$ cat src/rtl/core/size_lane_round_robin_queues_defines.svh
// Assertion macros used by the lane queue datapath.
`ifndef SIZE_LANE_ROUND_ROBIN_QUEUES_DEFINES_SVH
`define SIZE_LANE_ROUND_ROBIN_QUEUES_DEFINES_SVH

// Same-cycle implication, checked outside reset.
`define SLRQ_ASSERT_NOW(label, cond, conseq, msg) \
    label: assert property (@(posedge clk) disable iff (!rst_n) (cond) |-> (conseq)) \
        else $error(msg);

// Next-cycle implication, checked outside reset.
`define SLRQ_ASSERT_NEXT(label, cond, conseq, msg) \
    label: assert property (@(posedge clk) disable iff (!rst_n) (cond) |=> (conseq)) \
        else $error(msg);

`endif

$ cat src/rtl/core/slrq_pkg.sv
// Shared types and constants of the lane queue block.
package slrq_pkg;

    localparam int NUM_BOUNDS = 4;
    localparam int BOUND_W    = 31;

    typedef logic [BOUND_W-1:0] bound_t;

    localparam bound_t BOUND_RESET [NUM_BOUNDS] = '{
        31'd4096, 31'd16384, 31'd65536, 31'd262144
    };

    typedef enum logic [1:0] {
        KIND_ANNOUNCE = 2'd0,
        KIND_ADVANCE  = 2'd1,
        KIND_WITHDRAW = 2'd2,
        KIND_UNUSED   = 2'd3
    } kind_t;

    typedef enum logic [2:0] {
        ST_DONE    = 3'd0,
        ST_ADDED   = 3'd1,
        ST_ALREADY = 3'd2,
        ST_FULL    = 3'd3,
        ST_EMPTY   = 3'd4,
        ST_BAD     = 3'd5
    } status_t;

    typedef enum logic [1:0] {
        LS_TGT  = 2'd0,
        LS_IN   = 2'd1,
        LS_ZERO = 2'd2
    } lane_src_t;

    typedef enum logic [3:0] {
        OP_NONE,
        OP_LOAD,
        OP_IDX_CLR,
        OP_IDX_INC,
        OP_READ,
        OP_READ0,
        OP_READ_NEXT,
        OP_WRITE_SHIFT,
        OP_WRITE_TAIL,
        OP_HEAD,
        OP_DEC,
        OP_APPEND,
        OP_CLR_CUR,
        OP_WL_FIRST,
        OP_WL_INC,
        OP_RESULT
    } op_t;

    typedef struct packed {
        op_t       op;
        status_t   code;
        lane_src_t lsrc;
    } dp_cmd_t;

    typedef struct packed {
        kind_t kind;
        logic  bad_lane;
        logic  full;
        logic  empty;
        logic  at_end;
        logic  hit;
        logic  last;
        logic  cur_hit;
        logic  wl_is_tgt;
        logic  wl_last;
        logic  out_busy;
    } dp_stat_t;

endpackage

$ cat src/rtl/core/slrq_ctrl.sv
// Controller: sequences search, shift, rotate and result steps.
module slrq_ctrl
    import slrq_pkg::*;
(
    input  logic     clk,
    input  logic     rst_n,
    input  logic     in_valid,
    output logic     in_stall,
    input  dp_stat_t stat,
    output dp_cmd_t  cmd
);

    typedef enum logic [3:0] {
        S_IDLE, S_DISPATCH, S_SCAN, S_SCAN_CHK, S_SHIFT, S_SHIFT_WR,
        S_CUR_CHK, S_ADV_START, S_ADV_HEAD, S_WD_DONE,
        S_OTH_FIRST, S_OTH_CHK, S_OTH_NEXT, S_RESULT
    } state_t;

    typedef enum logic [1:0] {
        CTX_ANN, CTX_WD_ONE, CTX_WD_OTHER, CTX_ADV
    } ctx_t;

    state_t    state_reg, state_next;
    ctx_t      ctx_reg, ctx_next;
    logic      shadv_reg, shadv_next;
    status_t   code_reg, code_next;
    lane_src_t lsrc_reg, lsrc_next;

    always_comb
    begin
        state_next = state_reg;
        ctx_next   = ctx_reg;
        shadv_next = shadv_reg;
        code_next  = code_reg;
        lsrc_next  = lsrc_reg;
        cmd.op     = OP_NONE;
        cmd.code   = code_reg;
        cmd.lsrc   = lsrc_reg;
        case (state_reg)
            S_IDLE:
            begin
                if (in_valid)
                begin
                    cmd.op     = OP_LOAD;
                    state_next = S_DISPATCH;
                end
            end
            S_DISPATCH:
            begin
                state_next = S_RESULT;
                if (stat.kind == KIND_ANNOUNCE)
                begin
                    if (stat.full)
                    begin
                        code_next = ST_FULL;
                        lsrc_next = LS_TGT;
                    end
                    else
                    begin
                        cmd.op     = OP_IDX_CLR;
                        ctx_next   = CTX_ANN;
                        state_next = S_SCAN;
                    end
                end
                else if (stat.kind == KIND_UNUSED)
                begin
                    code_next = ST_DONE;
                    lsrc_next = LS_ZERO;
                end
                else if (stat.bad_lane)
                begin
                    code_next = ST_BAD;
                    lsrc_next = LS_IN;
                end
                else if (stat.kind == KIND_ADVANCE)
                begin
                    lsrc_next = LS_TGT;
                    ctx_next  = CTX_ADV;
                    if (stat.empty)
                        code_next = ST_EMPTY;
                    else
                        state_next = S_ADV_START;
                end
                else
                begin
                    cmd.op     = OP_IDX_CLR;
                    ctx_next   = CTX_WD_ONE;
                    state_next = S_SCAN;
                end
            end
            S_SCAN:
            begin
                if (stat.at_end)
                begin
                    if (ctx_reg == CTX_ANN)
                    begin
                        cmd.op     = OP_APPEND;
                        state_next = S_OTH_FIRST;
                    end
                    else
                        state_next = S_CUR_CHK;
                end
                else
                begin
                    cmd.op     = OP_READ;
                    state_next = S_SCAN_CHK;
                end
            end
            S_SCAN_CHK:
            begin
                if (!stat.hit)
                begin
                    cmd.op     = OP_IDX_INC;
                    state_next = S_SCAN;
                end
                else if (ctx_reg == CTX_ANN)
                begin
                    code_next  = ST_ALREADY;
                    lsrc_next  = LS_TGT;
                    state_next = S_RESULT;
                end
                else
                begin
                    shadv_next = 1'b0;
                    state_next = S_SHIFT;
                end
            end
            S_SHIFT:
            begin
                if (stat.last)
                begin
                    if (shadv_reg)
                    begin
                        cmd.op     = OP_WRITE_TAIL;
                        state_next = S_WD_DONE;
                    end
                    else
                    begin
                        cmd.op     = OP_DEC;
                        state_next = S_CUR_CHK;
                    end
                end
                else
                begin
                    cmd.op     = OP_READ_NEXT;
                    state_next = S_SHIFT_WR;
                end
            end
            S_SHIFT_WR:
            begin
                cmd.op     = OP_WRITE_SHIFT;
                state_next = S_SHIFT;
            end
            S_CUR_CHK:
            begin
                if (stat.cur_hit)
                begin
                    cmd.op     = OP_CLR_CUR;
                    state_next = S_ADV_START;
                end
                else
                    state_next = S_WD_DONE;
            end
            S_ADV_START:
            begin
                if (stat.empty)
                    state_next = S_WD_DONE;
                else
                begin
                    cmd.op     = OP_READ0;
                    state_next = S_ADV_HEAD;
                end
            end
            S_ADV_HEAD:
            begin
                cmd.op     = OP_HEAD;
                shadv_next = 1'b1;
                state_next = S_SHIFT;
            end
            S_WD_DONE:
            begin
                if (ctx_reg == CTX_WD_OTHER)
                    state_next = S_OTH_NEXT;
                else
                begin
                    code_next  = ST_DONE;
                    lsrc_next  = LS_TGT;
                    state_next = S_RESULT;
                end
            end
            S_OTH_FIRST:
            begin
                cmd.op     = OP_WL_FIRST;
                state_next = S_OTH_CHK;
            end
            S_OTH_CHK:
            begin
                if (stat.wl_is_tgt)
                    state_next = S_OTH_NEXT;
                else
                begin
                    cmd.op     = OP_IDX_CLR;
                    ctx_next   = CTX_WD_OTHER;
                    state_next = S_SCAN;
                end
            end
            S_OTH_NEXT:
            begin
                if (stat.wl_last)
                begin
                    code_next  = ST_ADDED;
                    lsrc_next  = LS_TGT;
                    state_next = S_RESULT;
                end
                else
                begin
                    cmd.op     = OP_WL_INC;
                    state_next = S_OTH_CHK;
                end
            end
            S_RESULT:
            begin
                if (!stat.out_busy)
                begin
                    cmd.op     = OP_RESULT;
                    state_next = S_IDLE;
                end
            end
            default: state_next = S_IDLE;
        endcase
    end

    always_ff @(posedge clk or negedge rst_n)
    begin
        if (!rst_n)
        begin
            state_reg <= S_IDLE;
            ctx_reg   <= CTX_ANN;
            shadv_reg <= 1'b0;
            code_reg  <= ST_DONE;
            lsrc_reg  <= LS_ZERO;
        end
        else
        begin
            state_reg <= state_next;
            ctx_reg   <= ctx_next;
            shadv_reg <= shadv_next;
            code_reg  <= code_next;
            lsrc_reg  <= lsrc_next;
        end
    end

    assign in_stall = state_reg != S_IDLE;

endmodule

$ cat config.mk
export PLATFORM = sky130hd
export DESIGN_NAME = slrq_ctrl
export DESIGN_NICKNAME = d
export VERILOG_FILES = /design/src/rtl/core/size_lane_round_robin_queues_defines.svh /design/src/rtl/core/slrq_pkg.sv /design/src/rtl/core/slrq_ctrl.sv
export SDC_FILE = /design/constraint.sdc
export NUM_CORES = 1
export LEC_CHECK = 0
export BUFFER_PORTS_ARGS = -buffer_cell sky130_fd_sc_hd__buf_4
export CELL_PAD_IN_SITES_DETAIL_PLACEMENT = 0
export CELL_PAD_IN_SITES_GLOBAL_PLACEMENT = 1
export CORE_MARGIN = 2
export CORE_UTILIZATION = 30
export CTS_CLUSTER_SIZE = 40
export DETAILED_ROUTE_END_ITERATION = 8
export PLACE_DENSITY_LB_ADDON = 0.1
export SETUP_SLACK_MARGIN = 0.05
export SLEW_MARGIN = 20
export SYNTH_ARGS = -nofsm -noshare
export SYNTH_HDL_FRONTEND = slang
export SYNTH_SLANG_ARGS = --single-unit
$ cat constraint.sdc
create_clock -name clk -period 2.15 [get_ports clk]
set_clock_uncertainty 0.1 [all_clocks]
set_input_delay 0.215 -clock clk [delete_from_list [all_inputs] [get_ports clk]]
set_output_delay 0.215 -clock clk [all_outputs]
set_load 0.03 [all_outputs]
After elaboration in Yosys (flattened, before gate mapping)
Index checks and enable logic that the tools add are counted.
{"block": "totals", "register_bits": 12, "out_inout_bits": 10, "inputBits": 15}
{"block": "classes", "muxes": 68, "reduce_logical": 13, "n_eq_ne": 30}
{"operator": "one-hot mux 4 bit (13 select lines)", "n": 2}
{"operator": "two-way mux 4 bit", "n": 23}
{"operator": "two-way mux 2 bit", "n": 22}
{"operator": "two-way mux 3 bit", "n": 12}
{"operator": "equality test 4 bit, second input constant", "n": 6}
{"operator": "equality test 4 x 3 -> 1 bit, second input constant", "n": 4}
{"operator": "!= test 2 bit, second input constant", "n": 8}
{"operator": "!= test 3 bit, second input constant", "n": 4}
{"operator": "one-hot mux 3 bit (4 select lines)", "n": 1}
{"operator": "!= test 5 bit, second input constant", "n": 2}
{"operator": "equality test 4 x 2 -> 1 bit, second input constant", "n": 2}
{"operator": "one-hot mux 2 bit (4 select lines)", "n": 1}
{"operator": "AND reduction 8 bit", "n": 1}
{"operator": "nonzero test 4 bit", "n": 2}
{"operator": "AND reduction 7 bit", "n": 1}
{"operator": "two-way mux 1 bit", "n": 5}
{"operator": "AND reduction 5 bit", "n": 1}
{"operator": "equality test 2 bit, second input constant", "n": 2}
{"operator": "equality test 4 x 1 -> 1 bit, second input constant", "n": 1}
{"operator": "zero test 2 bit", "n": 2}
{"operator": "zero test 4 bit", "n": 1}
{"operator": "one-hot mux 2 bit (2 select lines)", "n": 1}
{"operator": "nonzero test 2 bit", "n": 2}
{"operator": "AND reduction 3 bit", "n": 1}
{"operator": "other kinds (4)", "n": 4}

Longest topological paths before layout
{"block": "depth", "word_depth": 6, "ltp_mapped": 7, "ltp_nobuf": 6}

Worst setup path after synthesis
OpenSTA, ideal clock, no wires.
{"block": "synth_timing", "kind": "register to output", "from": "register state_reg[1]", "to": "output cmd[6] (netlist bit)", "slack_ns": 0.147, "arrival_ns": 1.688, "required_time_ns": 1.835, "path_stages_with_launch": 6, "path_cell_list": "dfrtp_1 -> clkbuf_1 -> nor2b_1 -> nand3_1 -> a21boi_1 -> or4b_1"}
{"item": "from (decl)", "line": "slrq_ctrl.sv:23", "text": "state_t state_reg, state_next;"}
{"item": "from (signal assigned)", "line": "slrq_ctrl.sv:245", "text": "state_reg <= state_next;"}
{"item": "to (decl)", "line": "slrq_ctrl.sv:10", "text": "output dp_cmd_t cmd"}

==> impl_results.md <==
- Status: complete, but fails checks
- Failing checks: negative setup slack
- Compound-Gate Fraction of Synth Area: 32.73%
- DP HPWL: 3.760 mm
- Avg WL per Cell: 17.88 µm
- Final worst slack: -0.02856 ns
- Crit-path max cell delay: 0.47 ns
- Final Cell Area: 0.002039 mm²
- Average via count per standard cell: 5.711
- ANT nets after route: 0
- Die height: 70.30 µm
- Root Driver: clkbuf_8
- Post-layout min period: 2.179 ns
- Vias in the first global route: 1,604
- CP Launch Point: state_reg[3]$_DFFE_PN0P_
- Pre-Repair DR Iteration Count: 4
- Ys async rst share: 100.0%
- DR iter-0 viols: 71
- Die W: 70.30 µm
- Clock power frac: 8.6%
- Boundary Pins: 25
- Synth top area cells: dfrtp_1 (21%), ha_1 (4.7%), nor2_1 (3.7%), o21ai_0 (3.4%), mux2i_1 (3.0%)
- Worst Tran Pin Value: 0.5136 ns
- Hold Vio Cnt, Final: 0
- Placed cells: 259
- P&R area growth vs syn: 54.65%
- CP max-delay cell: or4b_4
- Mean Syn Cell Area: 8.294 µm²
- CP required: 1.84 ns
- Combinational cell fraction of total power: 76.7%
- CTS sink cnt: 12
- N_diodes: 0
- Slew Limit Headroom: 65.63%
- Met3 usage: 4.329%
- Synth Warn #: 0
- Worst-path maximum fanout: 7
- Commonest cells post-synth: nor2_1 (13), dfrtp_1 (11), inv_1 (10)
- Dpl cell area: 0.001784 mm²
- Num CTS Buffers: 3
- Gp weighted congestion: 0.9357
- Achievable Freq: 459.0 MHz
- Layout Cells excl Fill: 273
- RR Endpoint: lsrc_reg[0]$_DFFE_PN0P_
- Primary FF master, synth: dfrtp_1
- Routed wire length: 4.881 mm
- Critical Path AT: 1.86 ns
- Critical path capture point type: output port
- Sequential share of power: 14.7%
- CTS H-tree depth: 1
- PwrDens: 1452 mW/mm²
- Sw Pwr: 1.356 mW
- # setup viols final: 1
- Antenna violations before repair: 0
- Met1 global-route usage: 23.89%
- End of the critical path: cmd[6]
- Largest net degree at the start of global routing: 15
- Overflow after GRT: 0
- Pleak: 0.9253 nW
- Reg clk slew, reported paths: 0.06 ns
- Max clock buf depth: 2
- Kind of critical path: flop to output port
- Hold Path Class: input port to flop
- Max IR drop VDD: 642.4 µV
- GR Layer Usage met2: 34.49%
- Post-synth top area share: 20.87%
- Simple-Gate Fraction of Synth Area: 23.81%
- Busiest grt layer: met2
- Pins Over Slew Limit: 0
- Number of flops mapped to enable cells by yosys: 0
- Initial Utilization: 30.71%
- Hold WS: 0.1826 ns
- Synthesized area: 0.001319 mm²
- Max reg flops: 4
- Syn Nets: 179
- P_int: 1.605 mW
- Switch share: 45.80%
- DR vias: 1,559
- Synth area leader: dfrtp_1
- Post-synthesis adder-cell area fraction: 4.744%
- Setup tns final: -0.02856 ns
- Yosys reg bits: 12
- Cells after Synth: 159
- CP Cell Sequence: buf_6 -> nor2b_4 -> nand3_1 -> a21boi_4 -> or4b_4 -> buf_6
- Total Die Area: 0.004942 mm²
- Clock latency on the worst-skew pair: 0.25 ns
- Count leader, synth: nor2_1
- Drt drc: 0
- # nets final: 242
- Hold path startpoint: stat[4]
- Core region area: 0.004294 mm²
- Mux cell area share after synthesis: 7.875%
- Cell variety after synth: 56
- Register area share after synthesis: 22.87%
- RSZ-0062 raised after global routing: true
- Std cell rows: 24
- CTS tree: done
- CP Launch Type: flop
- Worst reg2reg path depth: 5
- Number of max-cap violations: 0
- Synth Area in XOR/XNOR: 1.328%
- Most used cell, CP: buf_6
- Largest family of logic cells by synthesized area: compound AO/OA/AOI/OAI gates
- Reg-to-reg critical path startpoint: state_reg[1]$_DFFE_PN0P_
- Share of layout cells above drive strength 1: 43.89%
- R2R setup slack: 0.03 ns
- Gr usage total: 20.24%
- Final period util: 101.3%
- First-pass GRT wire length: 7.817 mm
- IO Port Bufs: 24
## cells by family after synthesis
family | after synthesis
muxes | 9
and+or+nand+nor | 55
xor gates and xnor gates | 2
DFF | 12
buffers and inverters | 22
adders and majority gates | 5
AOI/OAI and AO/OA | 54
## per-layer routing
layer | up-vias | part of all wire [%]
li1 | 737 | -
met1 | 768 | 43
met2 | 40 | 50
met3 | 14 | 3.6
met4 | 0 | 3.5
met5 | - | 0
## power groups by stage
| stage | Sequential [mW] | Combinational, mW | Clock [mW] |
|---|---|---|---|
| global placement | 0.425 | 1.93 | 0 |
| global route | 0.447 | 2.42 | 0.273 |
| detailed placement | 0.431 | 1.91 | 0 |
| CTS | 0.429 | 2.13 | 0.257 |
| floorplan | 0.463 | 1.09 | 0 |
| finish | 0.437 | 2.27 | 0.255 |
## worst max-delay path: cells and delay by family (launching register included)
family | cells | cell delay, ns
simple gates | 3 | 0.69
flops | 1 | 0.42
buf+inv | 2 | 0.31
compound gates | 1 | 0.19
## stage by stage
stage	util, %	power [mW]	setup WS (ns)
after CTS	46.12	2.817	-0.01921
after floorplan	-	1.550	0.1471
after global routing	47.49	3.139	-0.1054
after detailed placement	41.55	2.342	0.007872
final	47.49	2.962	-0.02856
after global placement	41.55	2.354	0.04511
## final cells by class
type	count	area, µm²
clock buffers	4	55.05
fillers	439	2255
inverters	10	37.54
multi-input cells	125	1013
flip-flops and latches	12	302.8
well taps	52	65.06
repair buffers	70	565.5
## layout by cell type (no fill, tap or decap), types with 5 or more instances in the layout
master and n:
nor2_1 12, ha_1 5, nor3_1 5, dfrtp_1 10, nand2_1 6, o21ai_0 7
buf_4 60, inv_1 9, buf_6 8, a21oi_1 5
## worst min-delay path by stage
| stage | endpoint | slack, ns | depth (start not counted) |
|---|---|---|---|
| after CTS | state_reg[1]$_DFFE_PN0P_ | 0.18 | 3 |
| after global placement | code_reg[0]$_DFFE_PN0P_ | -0.04 | 1 |
| after global routing | state_reg[3]$_DFFE_PN0P_ | 0.20 | 3 |
| after floorplan | code_reg[0]$_DFFE_PN0P_ | -0.18 | 0 |
| final | state_reg[1]$_DFFE_PN0P_ | 0.18 | 3 |
| after detailed placement | code_reg[1]$_DFFE_PN0P_ | -0.03 | 1 |
## timing repair
action                     CTS  global route
gates resized for setup     19            13
setup endpoints to repair    6             9
pin swaps                    6             4
hold buffers                 1             0
setup buffers                8             1
hold endpoints to repair    12             0
No activity file was read; power rests on OpenSTA's default activity.
